<file path="src/design/jsu_pkg.sv">
// Shared types for the JSON string unescape block: job words, error codes, queue status.
package jsu_pkg;

   // Error codes carried on the result port
   typedef enum logic [3:0] {
      ERR_NONE        = 4'd0,
      ERR_NO_QUOTE    = 4'd1,
      ERR_CONTROL     = 4'd2,
      ERR_INCOMPLETE  = 4'd3,
      ERR_BAD_UNICODE = 4'd4,
      ERR_MISSING_LOW = 4'd5,
      ERR_BAD_LOW     = 4'd6,
      ERR_UNKNOWN_ESC = 4'd7,
      ERR_UNTERM      = 4'd8
   } err_type;

   // What the back end has to produce for one input byte
   typedef enum logic [1:0] {
      JOB_BYTE = 2'd0,   // one raw byte, in cp[7:0]
      JOB_CP   = 2'd1,   // code point, encoded as 1..4 UTF-8 bytes
      JOB_DONE = 2'd2,   // closing quote
      JOB_ERR  = 2'd3    // error word
   } job_kind_type;

   localparam int CP_W = 21;

   typedef struct packed {
      job_kind_type    kind;
      logic [CP_W-1:0] cp;
      err_type         err;
   } job_type;

   typedef struct packed {
      logic empty;
      logic full;
   } fifo_status_type;

endpackage

</file>
<file path="src/design/jsu_front.sv">
// Front end: tracks the string/escape state and turns each input byte into a job.
module jsu_front
   import jsu_pkg::*;
(
   input  logic       clock,
   input  logic       reset,
   input  logic       accept,
   input  logic [7:0] data_byte,
   input  logic       end_marker,
   output logic       job_push,
   output job_type    job_data
);

   typedef enum logic [2:0] {
      PH_WAIT = 3'd0,
      PH_STR  = 3'd1,
      PH_ESC  = 3'd2,
      PH_HEX1 = 3'd3,
      PH_BSL  = 3'd4,
      PH_ULOW = 3'd5,
      PH_HEX2 = 3'd6
   } phase_type;

   localparam logic [7:0] CH_QUOTE  = 8'h22;
   localparam logic [7:0] CH_BSLASH = 8'h5c;
   localparam logic [7:0] CH_SLASH  = 8'h2f;
   localparam logic [7:0] CH_B      = 8'h62;
   localparam logic [7:0] CH_F      = 8'h66;
   localparam logic [7:0] CH_N      = 8'h6e;
   localparam logic [7:0] CH_R      = 8'h72;
   localparam logic [7:0] CH_T      = 8'h74;
   localparam logic [7:0] CH_U      = 8'h75;
   localparam logic [7:0] CH_SPACE  = 8'h20;
   localparam logic [5:0] SURR_HI   = 6'b110110;  // D800..DBFF
   localparam logic [5:0] SURR_LO   = 6'b110111;  // DC00..DFFF
   localparam logic [CP_W-1:0] PLANE1 = 21'h10000;

   // {ok, value}
   function automatic logic [4:0] hex_digit(input logic [7:0] c);
      logic [4:0] r;
      r = 5'd0;
      if (c >= 8'h30 && c <= 8'h39) begin
         r = {1'b1, c[3:0]};
      end else if ((c >= 8'h61 && c <= 8'h66) || (c >= 8'h41 && c <= 8'h46)) begin
         r = {1'b1, c[3:0] + 4'd9};
      end
      return r;
   endfunction

   phase_type   phase_ff, phase_in;
   logic [11:0] hex_ff, hex_in;      // first three digits of a group
   logic [1:0]  digit_ff, digit_in;
   logic [9:0]  high_ff, high_in;    // high surrogate minus D800

   logic [4:0]  dig;
   logic [15:0] full;
   logic        fail;
   err_type     fail_code;

   assign dig  = hex_digit(data_byte);
   assign full = {hex_ff, dig[3:0]};

   always_comb begin
      phase_in  = phase_ff;
      hex_in    = hex_ff;
      digit_in  = digit_ff;
      high_in   = high_ff;
      job_push  = 1'b0;
      job_data  = '{kind: JOB_BYTE, cp: '0, err: ERR_NONE};
      fail      = 1'b0;
      fail_code = ERR_NONE;
      if (accept) begin
         if (end_marker) begin
            unique case (phase_ff)
               PH_STR:            begin fail = 1'b1; fail_code = ERR_UNTERM;      end
               PH_ESC:            begin fail = 1'b1; fail_code = ERR_INCOMPLETE;  end
               PH_HEX1:           begin fail = 1'b1; fail_code = ERR_BAD_UNICODE; end
               PH_BSL, PH_ULOW:   begin fail = 1'b1; fail_code = ERR_MISSING_LOW; end
               PH_HEX2:           begin fail = 1'b1; fail_code = ERR_BAD_LOW;     end
               default:           phase_in = PH_WAIT;
            endcase
         end else begin
            unique case (phase_ff)
               PH_STR: begin
                  priority if (data_byte == CH_QUOTE) begin
                     phase_in = PH_WAIT;
                     hex_in   = '0;
                     digit_in = '0;
                     high_in  = '0;
                     job_push = 1'b1;
                     job_data.kind = JOB_DONE;
                  end else if (data_byte < CH_SPACE) begin
                     fail = 1'b1; fail_code = ERR_CONTROL;
                  end else if (data_byte == CH_BSLASH) begin
                     phase_in = PH_ESC;
                  end else begin
                     job_push = 1'b1;
                     job_data.cp = {{(CP_W-8){1'b0}}, data_byte};
                  end
               end
               PH_ESC: begin
                  phase_in = PH_STR;
                  job_push = 1'b1;
                  unique case (data_byte)
                     CH_QUOTE, CH_BSLASH, CH_SLASH:
                        job_data.cp = {{(CP_W-8){1'b0}}, data_byte};
                     CH_B: job_data.cp = 21'h08;
                     CH_F: job_data.cp = 21'h0c;
                     CH_N: job_data.cp = 21'h0a;
                     CH_R: job_data.cp = 21'h0d;
                     CH_T: job_data.cp = 21'h09;
                     CH_U: begin
                        job_push = 1'b0;
                        phase_in = PH_HEX1;
                        hex_in   = '0;
                        digit_in = '0;
                     end
                     default: begin
                        job_push = 1'b0;
                        fail = 1'b1; fail_code = ERR_UNKNOWN_ESC;
                     end
                  endcase
               end
               PH_HEX1, PH_HEX2: begin
                  if (!dig[4]) begin
                     fail = 1'b1;
                     fail_code = (phase_ff == PH_HEX1) ? ERR_BAD_UNICODE : ERR_BAD_LOW;
                  end else if (digit_ff != 2'd3) begin
                     hex_in   = {hex_ff[7:0], dig[3:0]};
                     digit_in = digit_ff + 2'd1;
                  end else begin
                     digit_in = '0;
                     hex_in   = '0;
                     if (phase_ff == PH_HEX1) begin
                        if (full[15:10] == SURR_HI) begin
                           high_in  = full[9:0];
                           phase_in = PH_BSL;
                        end else begin
                           phase_in = PH_STR;
                           job_push = 1'b1;
                           job_data.kind = JOB_CP;
                           job_data.cp   = {{(CP_W-16){1'b0}}, full};
                        end
                     end else if (full[15:10] != SURR_LO) begin
                        fail = 1'b1; fail_code = ERR_BAD_LOW;
                     end else begin
                        phase_in = PH_STR;
                        high_in  = '0;
                        job_push = 1'b1;
                        job_data.kind = JOB_CP;
                        job_data.cp   = PLANE1 + {1'b0, high_ff, full[9:0]};
                     end
                  end
               end
               PH_BSL: begin
                  if (data_byte != CH_BSLASH) begin
                     fail = 1'b1; fail_code = ERR_MISSING_LOW;
                  end else begin
                     phase_in = PH_ULOW;
                  end
               end
               PH_ULOW: begin
                  if (data_byte != CH_U) begin
                     fail = 1'b1; fail_code = ERR_MISSING_LOW;
                  end else begin
                     phase_in = PH_HEX2;
                     hex_in   = '0;
                     digit_in = '0;
                  end
               end
               default: begin
                  // waiting for an opening quote (also covers unused codes)
                  if (data_byte == CH_QUOTE) begin
                     phase_in = PH_STR;
                     hex_in   = '0;
                     digit_in = '0;
                     high_in  = '0;
                  end else begin
                     phase_in = PH_WAIT;
                     job_push = 1'b1;
                     job_data.kind = JOB_ERR;
                     job_data.err  = ERR_NO_QUOTE;
                  end
               end
            endcase
         end
         if (fail) begin
            phase_in = PH_WAIT;
            hex_in   = '0;
            digit_in = '0;
            high_in  = '0;
            job_push = 1'b1;
            job_data = '{kind: JOB_ERR, cp: '0, err: fail_code};
         end
      end
   end

   always_ff @(posedge clock) begin
      if (reset) begin
         phase_ff <= PH_WAIT;
         hex_ff   <= '0;
         digit_ff <= '0;
         high_ff  <= '0;
      end else begin
         phase_ff <= phase_in;
         hex_ff   <= hex_in;
         digit_ff <= digit_in;
         high_ff  <= high_in;
      end
   end

   // high half only lives between the two escapes of a pair
   assert property (@(posedge clock) disable iff (reset)
      (phase_ff != PH_BSL && phase_ff != PH_ULOW && phase_ff != PH_HEX2) |-> high_ff == '0)
      else $error("jsu_front: stale high surrogate");

endmodule

</file>
<file path="src/design/jsu_fifo.sv">
// Job queue between front and back end: show-ahead, flip-flop storage.
module jsu_fifo
   import jsu_pkg::*;
#(
   parameter int DEPTH = 4
)(
   input  logic            clock,
   input  logic            reset,
   input  logic            push,
   input  job_type         push_data,
   input  logic            pop,
   output job_type         head,
   output fifo_status_type status
);

   localparam int AW = (DEPTH > 1) ? $clog2(DEPTH) : 1;
   localparam int CW = $clog2(DEPTH + 1);
   localparam logic [AW-1:0] LAST = AW'(DEPTH - 1);
   localparam logic [CW-1:0] FULL_COUNT = CW'(DEPTH);

   job_type       store_ff [DEPTH];
   logic [AW-1:0] wr_ff, wr_in;
   logic [AW-1:0] rd_ff, rd_in;
   logic [CW-1:0] count_ff, count_in;
   logic          do_push, do_pop;

   assign status.empty = (count_ff == '0);
   assign status.full  = (count_ff == FULL_COUNT);
   assign do_push = push && !status.full;
   assign do_pop  = pop && !status.empty;
   assign head    = store_ff[rd_ff];

   always_comb begin
      wr_in    = do_push ? ((wr_ff == LAST) ? '0 : wr_ff + 1'b1) : wr_ff;
      rd_in    = do_pop  ? ((rd_ff == LAST) ? '0 : rd_ff + 1'b1) : rd_ff;
      count_in = count_ff;
      if (do_push && !do_pop) begin
         count_in = count_ff + 1'b1;
      end else if (do_pop && !do_push) begin
         count_in = count_ff - 1'b1;
      end
   end

   always_ff @(posedge clock) begin
      if (reset) begin
         wr_ff    <= '0;
         rd_ff    <= '0;
         count_ff <= '0;
      end else begin
         wr_ff    <= wr_in;
         rd_ff    <= rd_in;
         count_ff <= count_in;
      end
   end

   always_ff @(posedge clock) begin
      if (do_push) begin
         store_ff[wr_ff] <= push_data;
      end
   end

   assert property (@(posedge clock) disable iff (reset) count_ff <= FULL_COUNT)
      else $error("jsu_fifo: count overflow");

   assert property (@(posedge clock) disable iff (reset)
      (count_ff == '0 || count_ff == FULL_COUNT) |-> wr_ff == rd_ff)
      else $error("jsu_fifo: pointers disagree with count");

endmodule

</file>
<file path="src/design/jsu_back.sv">
// Back end: expands the head job into output register words, one per cycle unless stalled.
module jsu_back
   import jsu_pkg::*;
(
   input  logic            clock,
   input  logic            reset,
   input  job_type         head,
   input  fifo_status_type status,
   output logic            job_pop,
   input  logic            rsp_pop,
   output logic            rsp_empty,
   output logic [7:0]      rsp_out_byte,
   output logic            rsp_byte_valid,
   output logic            rsp_string_done,
   output logic [3:0]      rsp_error_code,
   output logic            rsp_last_of_run
);

   logic [1:0]      idx_ff, idx_in;
   logic [1:0]      last_idx;
   logic [3:0][7:0] enc;
   logic            load, word_last;
   logic            out_valid_ff, out_valid_in;
   logic [7:0]      byte_ff, byte_in;
   logic            bvalid_ff, bvalid_in;
   logic            done_ff, done_in;
   err_type         err_ff, err_in;
   logic            last_ff, last_in;
   logic [CP_W-1:0] cp;

   assign cp = head.cp;

   // number of bytes minus one, and the bytes themselves
   always_comb begin
      enc = '0;
      if (head.kind != JOB_CP || cp <= 21'h7f) begin
         last_idx = 2'd0;
         enc[0]   = cp[7:0];
      end else if (cp <= 21'h7ff) begin
         last_idx = 2'd1;
         enc[0]   = {3'b110, cp[10:6]};
         enc[1]   = {2'b10, cp[5:0]};
      end else if (cp <= 21'hffff) begin
         last_idx = 2'd2;
         enc[0]   = {4'b1110, cp[15:12]};
         enc[1]   = {2'b10, cp[11:6]};
         enc[2]   = {2'b10, cp[5:0]};
      end else begin
         last_idx = 2'd3;
         enc[0]   = {5'b11110, cp[20:18]};
         enc[1]   = {2'b10, cp[17:12]};
         enc[2]   = {2'b10, cp[11:6]};
         enc[3]   = {2'b10, cp[5:0]};
      end
   end

   assign load      = !status.empty && (!out_valid_ff || rsp_pop);
   assign word_last = (idx_ff == last_idx);
   assign job_pop   = load && word_last;

   always_comb begin
      idx_in       = idx_ff;
      out_valid_in = out_valid_ff && !rsp_pop;
      byte_in      = byte_ff;
      bvalid_in    = bvalid_ff;
      done_in      = done_ff;
      err_in       = err_ff;
      last_in      = last_ff;
      if (load) begin
         idx_in       = word_last ? 2'd0 : idx_ff + 2'd1;
         out_valid_in = 1'b1;
         last_in      = word_last;
         unique case (head.kind)
            JOB_BYTE, JOB_CP: begin
               byte_in = enc[idx_ff]; bvalid_in = 1'b1; done_in = 1'b0; err_in = ERR_NONE;
            end
            JOB_DONE: begin
               byte_in = '0; bvalid_in = 1'b0; done_in = 1'b1; err_in = ERR_NONE;
            end
            JOB_ERR: begin
               byte_in = '0; bvalid_in = 1'b0; done_in = 1'b0; err_in = head.err;
            end
         endcase
      end
   end

   always_ff @(posedge clock) begin
      if (reset) begin
         idx_ff       <= '0;
         out_valid_ff <= 1'b0;
      end else begin
         idx_ff       <= idx_in;
         out_valid_ff <= out_valid_in;
      end
   end

   always_ff @(posedge clock) begin
      byte_ff   <= byte_in;
      bvalid_ff <= bvalid_in;
      done_ff   <= done_in;
      err_ff    <= err_in;
      last_ff   <= last_in;
   end

   assign rsp_empty       = !out_valid_ff;
   assign rsp_out_byte    = byte_ff;
   assign rsp_byte_valid  = bvalid_ff;
   assign rsp_string_done = done_ff;
   assign rsp_error_code  = err_ff;
   assign rsp_last_of_run = last_ff;

   // only a multi-byte code point is ever taken apart into several result words
   assert property (@(posedge clock) disable iff (reset)
      (idx_ff != 2'd0) |-> (!status.empty && head.kind == JOB_CP))
      else $error("jsu_back: partial job lost");

   // done and error words stand alone and carry no byte
   assert property (@(posedge clock) disable iff (reset)
      (out_valid_ff && (done_ff || err_ff != ERR_NONE)) |-> (!bvalid_ff && last_ff))
      else $error("jsu_back: malformed status word");

endmodule

</file>
<file path="src/design/json_string_unescape_utf8.sv">
// Top level of the JSON string unescaper: front end, job queue, UTF-8 back end.
//
// Decodes one quoted JSON string per run, one input word (a raw byte or an
// end-of-text marker) per cycle. The input side accepts a word on every cycle
// that req_full is low; the front end updates the escape state at once and
// queues at most one job per word. The back end turns each job into one to
// four result words on the rsp_ side, one word per cycle while rsp_pop keeps
// the output register free, so plain text and simple escapes keep a steady
// one word per cycle while a \uXXXX escape gives its 1..4 UTF-8 bytes; the
// JOB_DEPTH-entry job queue soaks up those bursts before req_full rises. With
// the back end idle, the first result of a word goes into the job queue and
// then the output register behind the rsp_ ports. Words that only advance the
// state (quotes that open a string, backslashes, the u of an escape, hex digits
// but the one that ends a code point) give no result. rsp_last_of_run marks the
// last result caused by one input word; string_done marks the closing quote and
// error_code a failed string, after which the block waits for a new opening quote.
module json_string_unescape_utf8
   import jsu_pkg::*;
#(
   parameter int JOB_DEPTH = 4
)(
   input  logic       clock,
   input  logic       reset,
   input  logic       req_push,
   output logic       req_full,
   input  logic [7:0] req_data_byte,
   input  logic       req_end_marker,
   output logic       rsp_empty,
   input  logic       rsp_pop,
   output logic [7:0] rsp_out_byte,
   output logic       rsp_byte_valid,
   output logic       rsp_string_done,
   output logic [3:0] rsp_error_code,
   output logic       rsp_last_of_run
);

   logic            accept;
   logic            job_push;
   job_type         job_data;
   job_type         head;
   logic            job_pop;
   fifo_status_type status;

   // a word is taken whenever the queue has room, even if it will make no job
   assign req_full = status.full;
   assign accept   = req_push && !status.full;

   jsu_front u_front (
      .clock      (clock),
      .reset      (reset),
      .accept     (accept),
      .data_byte  (req_data_byte),
      .end_marker (req_end_marker),
      .job_push   (job_push),
      .job_data   (job_data)
   );

   jsu_fifo #(.DEPTH(JOB_DEPTH)) u_fifo (
      .clock     (clock),
      .reset     (reset),
      .push      (job_push),
      .push_data (job_data),
      .pop       (job_pop),
      .head      (head),
      .status    (status)
   );

   jsu_back u_back (
      .clock           (clock),
      .reset           (reset),
      .head            (head),
      .status          (status),
      .job_pop         (job_pop),
      .rsp_pop         (rsp_pop),
      .rsp_empty       (rsp_empty),
      .rsp_out_byte    (rsp_out_byte),
      .rsp_byte_valid  (rsp_byte_valid),
      .rsp_string_done (rsp_string_done),
      .rsp_error_code  (rsp_error_code),
      .rsp_last_of_run (rsp_last_of_run)
   );

endmodule
</file>
<file path="config.mk">
export PLATFORM = sky130hd
export DESIGN_NAME = json_string_unescape_utf8
export DESIGN_NICKNAME = d
export VERILOG_FILES = /design/src/design/jsu_pkg.sv /design/src/design/jsu_front.sv /design/src/design/jsu_fifo.sv /design/src/design/jsu_back.sv /design/src/design/json_string_unescape_utf8.sv
export SDC_FILE = /design/constraint.sdc
export NUM_CORES = 1
export LEC_CHECK = 0
export BUFFER_PORTS_ARGS = -buffer_cell sky130_fd_sc_hd__clkbuf_2
export CORE_ASPECT_RATIO = 1.25
export CORE_MARGIN = 10
export CORE_UTILIZATION = 56
export CTS_BUF_LIST = sky130_fd_sc_hd__clkbuf_8
export DETAILED_ROUTE_END_ITERATION = 6
export PLACE_DENSITY = 0.8
export SLEW_MARGIN = 20
export SYNTH_ARGS = -nofsm -noshare
export SYNTH_HDL_FRONTEND = slang
export SYNTH_HIERARCHICAL = 1
export SYNTH_SLANG_ARGS = --single-unit
</file>
<file path="constraint.sdc">
create_clock -name clock -period 4.9 [get_ports clock]
set_clock_uncertainty 0.1 [all_clocks]
set_input_delay 0.98 -clock clock [delete_from_list [all_inputs] [get_ports clock]]
set_output_delay 0.98 -clock clock [all_outputs]
set_load 0.05 [all_outputs]
</file>
==> results_dict.tcl <==
set metrics [dict create \
    coreArea_um2 14410 \
    relSlewSlack 0.4726 \
    synth.distinct_cells 87 \
    synth-edff-count 123 \
    antenna_found_initial 0 \
    ctsHoldBuffers 0 \
    critPathKind "reg2reg" \
    via_per_inst 6.541 \
    yosys.area.top_type_share 0.4503 \
    drc 0 \
    grt_usage 0.1888 \
    synth_cells 679 \
    htree_levels 4 \
    die_w_um 128.3 \
    setup_ws_ns 0.5052 \
    fin_tns_setup_ns 0 \
    nFillCells 1073 \
    min_path_type "reg2reg" \
    crit_top_cell "and2_1" \
    initial_core_util 0.5693 \
    post_cts_buffers 0 \
    instances_no_fill 898 \
    ys_seq_area_frac 0.5455 \
    root_buffer "clkbuf_8" \
    max_stage_delay_ns 0.71 \
    multi_input_area_um2 3359 \
    synth_area_per_cell_um2 12.08 \
    ant_nets 0 \
    critPathMaxFanout 16 \
    p_per_area_nw_per_um2 444.7 \
    drive_gt1_frac 0.1972 \
    vdd_drop_max_mv 0.4211 \
    worstMarginPinSlew_ns 0.7858 \
    yosysWarnings 6 \
    synthTopCellsByArea "edfxtp_1 45%, dfxtp_1 9.5%, mux4_2 7.4%" \
    dr.pass1.iters 6 \
    antenna_cells 0 \
    port_buffers 29 \
    clockBufferDepth 2 \
    worstPathCellList "mux4_2 -> nor4_4 -> nand4_1 -> and2_1 -> nor2_4 -> a22o_1 -> and2_1 -> o31ai_2 -> ha_1 -> inv_1 -> fa_1 -> xor2_1 -> or3_1 -> a21oi_1" \
    num_rows 49 \
    outcome "complete, no violations" \
    vias 5874 \
    dp.cells 866 \
    async_reset_ff_frac 0 \
    synth_area_leader_cell "edfxtp_1" \
    ys.flop_type "edfxtp_1" \
    rsz0062_at_grt "false" \
    drt-wirelength-per-cell_um 20.83 \
    nets 734 \
    p_total_mw 3.939 \
    grt_max_degree 28 \
    first_iter_violations 778 \
    syn_nets 706 \
    pre_cts_slack_ns 0.1716 \
    post_cts_resize_count 0 \
    critical_path_arrival_ns 4.66 \
    clock_sinks 162 \
    grt.overflow.total 0 \
    critPathRequiredTime_ns 5.16 \
    post-route-min-period_ns 4.395 \
    syn_to_final_growth_pct 7.993 \
    grt_pass1_wl_mm 29.99 \
    finalCritPeriodShare 0.8969 \
    drv_cap 0 \
    cp-end-kind "flip-flop" \
    cts_tree "built" \
    io_pins 30 \
    clkTransAtPathRegs_ns 0.09 \
    die_area_um2 19920 \
    insertion_delay_ns 0.45 \
    grt_pass1_vias 5733 \
    synth-seq-cells 162 \
    report.final.slew_viol_count 0 \
    max_freq_mhz 227.5 \
    power.leakage_nw 3.107 \
    setup_viol 0 \
    cp_slowest_cell "dfxtp_2" \
    hold_viol 0 \
    die_y_um 155.3 \
    layout.area.seq_um2 4476 \
    gp_congestion 0.9518 \
    drt_wl_total_mm 18.70 \
    crit_path_start_kind "flip-flop" \
    post-dp-hpwl_mm 13.46 \
    numCtsBuffers 17 \
    synth_area_um2 8203 \
]
-- through the flow --
step	util	cell area (um2)	hold WS, ns
2_1_floorplan	-	8203	0.3363
3_3_place_gp	0.5868	8454	0.3529
3_5_place_dp	0.5868	8454	0.3566
4_1_cts	0.6149	8859	0.3848
5_1_grt	0.6149	8859	0.4068
6_report	0.6149	8859	0.3827
-- report_power, final --
| part | leakage [nW] | internal [mW] | switching, mW |
|---|---|---|---|
| sequential | 1.50 | 1.65 | 0.0981 |
| combinational | 1.40 | 0.404 | 0.808 |
| clock | 0.205 | 0.468 | 0.508 |
| total | 3.11 | 2.52 | 1.41 |
-- Yosys cell counts (all sizes together) (3+ instances only) --
cell / count
edfxtp: 123
nor2: 68
nand2: 58
a21oi: 42
dfxtp: 39
mux4: 27
buf: 26
nand3: 26
inv: 20
nor3: 18
o21ai: 18
a22oi: 17
clkbuf: 14
a31oi: 13
and3: 13
ha: 13
nand4: 12
a22o: 11
and2: 10
nor2b: 10
o22ai: 7
a21o: 6
nor3b: 6
a221oi: 4
a311oi: 4
and4: 4
mux2i: 4
xor2: 4
nand2b: 3
nand3b: 3
o2111ai: 3
o211ai: 3
o31ai: 3
or3: 3
or4: 3
-- final timing paths --
path | start | endpoint | slack, ns | cells after the start
setup / recovery | flip-flop | u_fifo/count_ff[2] | 0.51 | 14
hold / removal | u_front/high_ff[3] | u_front/high_ff[3] | 0.38 | 1
setup reg to reg | flip-flop | u_fifo/count_ff[2] | 0.51 | 14
hold reg to reg | u_front/high_ff[3] | u_front/high_ff[3] | 0.38 | 1
-- critical path: cells and delay by family (launching register included) --
| kind | cells | cell delay [ns] |
|---|---|---|
| buffers and inverters | 1 | 0.07 |
| multiplexers | 1 | 0.66 |
| AO/OA/AOI/OAI | 3 | 0.48 |
| AND/OR/NAND/NOR | 6 | 1.78 |
| adder cells (fa/ha/maj) | 2 | 0.40 |
| flip-flops | 1 | 0.71 |
| XOR/XNOR | 1 | 0.08 |
-- routing by layer --
metal  up-vias  GRT usage  wire length, um
met5         -          0                0
met4         0    0.07519              471
met3        38    0.03638             1206
met2       256     0.3269             9684
met1      2895     0.2238             7340
li1       2685          -                -
-- registers in the layout (all words and copies together), names as in the netlist, 2 cells and up, named ones only --
signal and cells:
u_fifo/store_ff 108, u_front/hex_ff 12, u_front/high_ff 10, u_back/rsp_out_byte 8, u_back/rsp_error_code 4, u_fifo/count_ff 3, u_front/phase_ff 3, u_back/idx_ff 2
u_fifo/rd_ff 2, u_fifo/wr_ff 2, u_front/digit_ff 2
-- kinds of logic (layout without fill, tap and decap cells) --
family                   count (synthesis)  after routing  share of synthesized area
AO/OA/AOI/OAI                          157            157                     0.1351
XOR/XNOR                                 6              6                   0.006406
adder cells (fa/ha/maj)                 14             14                    0.02227
buffers and inverters                   62            103                    0.04500
flip-flops                             162            162                     0.5455
multiplexers                            32             32                    0.08038
AND/OR/NAND/NOR                        246            246                     0.1653
-- layout make-up --
type | count | share of cell area
clock buffer | 17 | 0.02641
clock inverter | 15 | 0.01921
inverter | 22 | 0.01144
multi-input combinational | 455 | 0.3792
sequential | 162 | 0.5052
tap | 178 | 0.02514
timing repair buffer | 49 | 0.03333
-- cell usage in the layout (no fill, tap or decap), drive strengths merged, types with 6 or more instances in the layout --
cell type / count
clkbuf: 46
mux4: 27
and3: 13
ha: 13
nand3: 26
nor2: 68
inv: 29
o22ai: 7
dfxtp: 39
nor3: 18
a21oi: 42
nor3b: 6
edfxtp: 123
o21ai: 18
a22o: 11
buf: 20
a22oi: 17
nand2: 58
a31oi: 13
a21o: 6
nor2b: 10
and2: 10
nand4: 12
No activity file was read; power rests on OpenSTA's default activity.
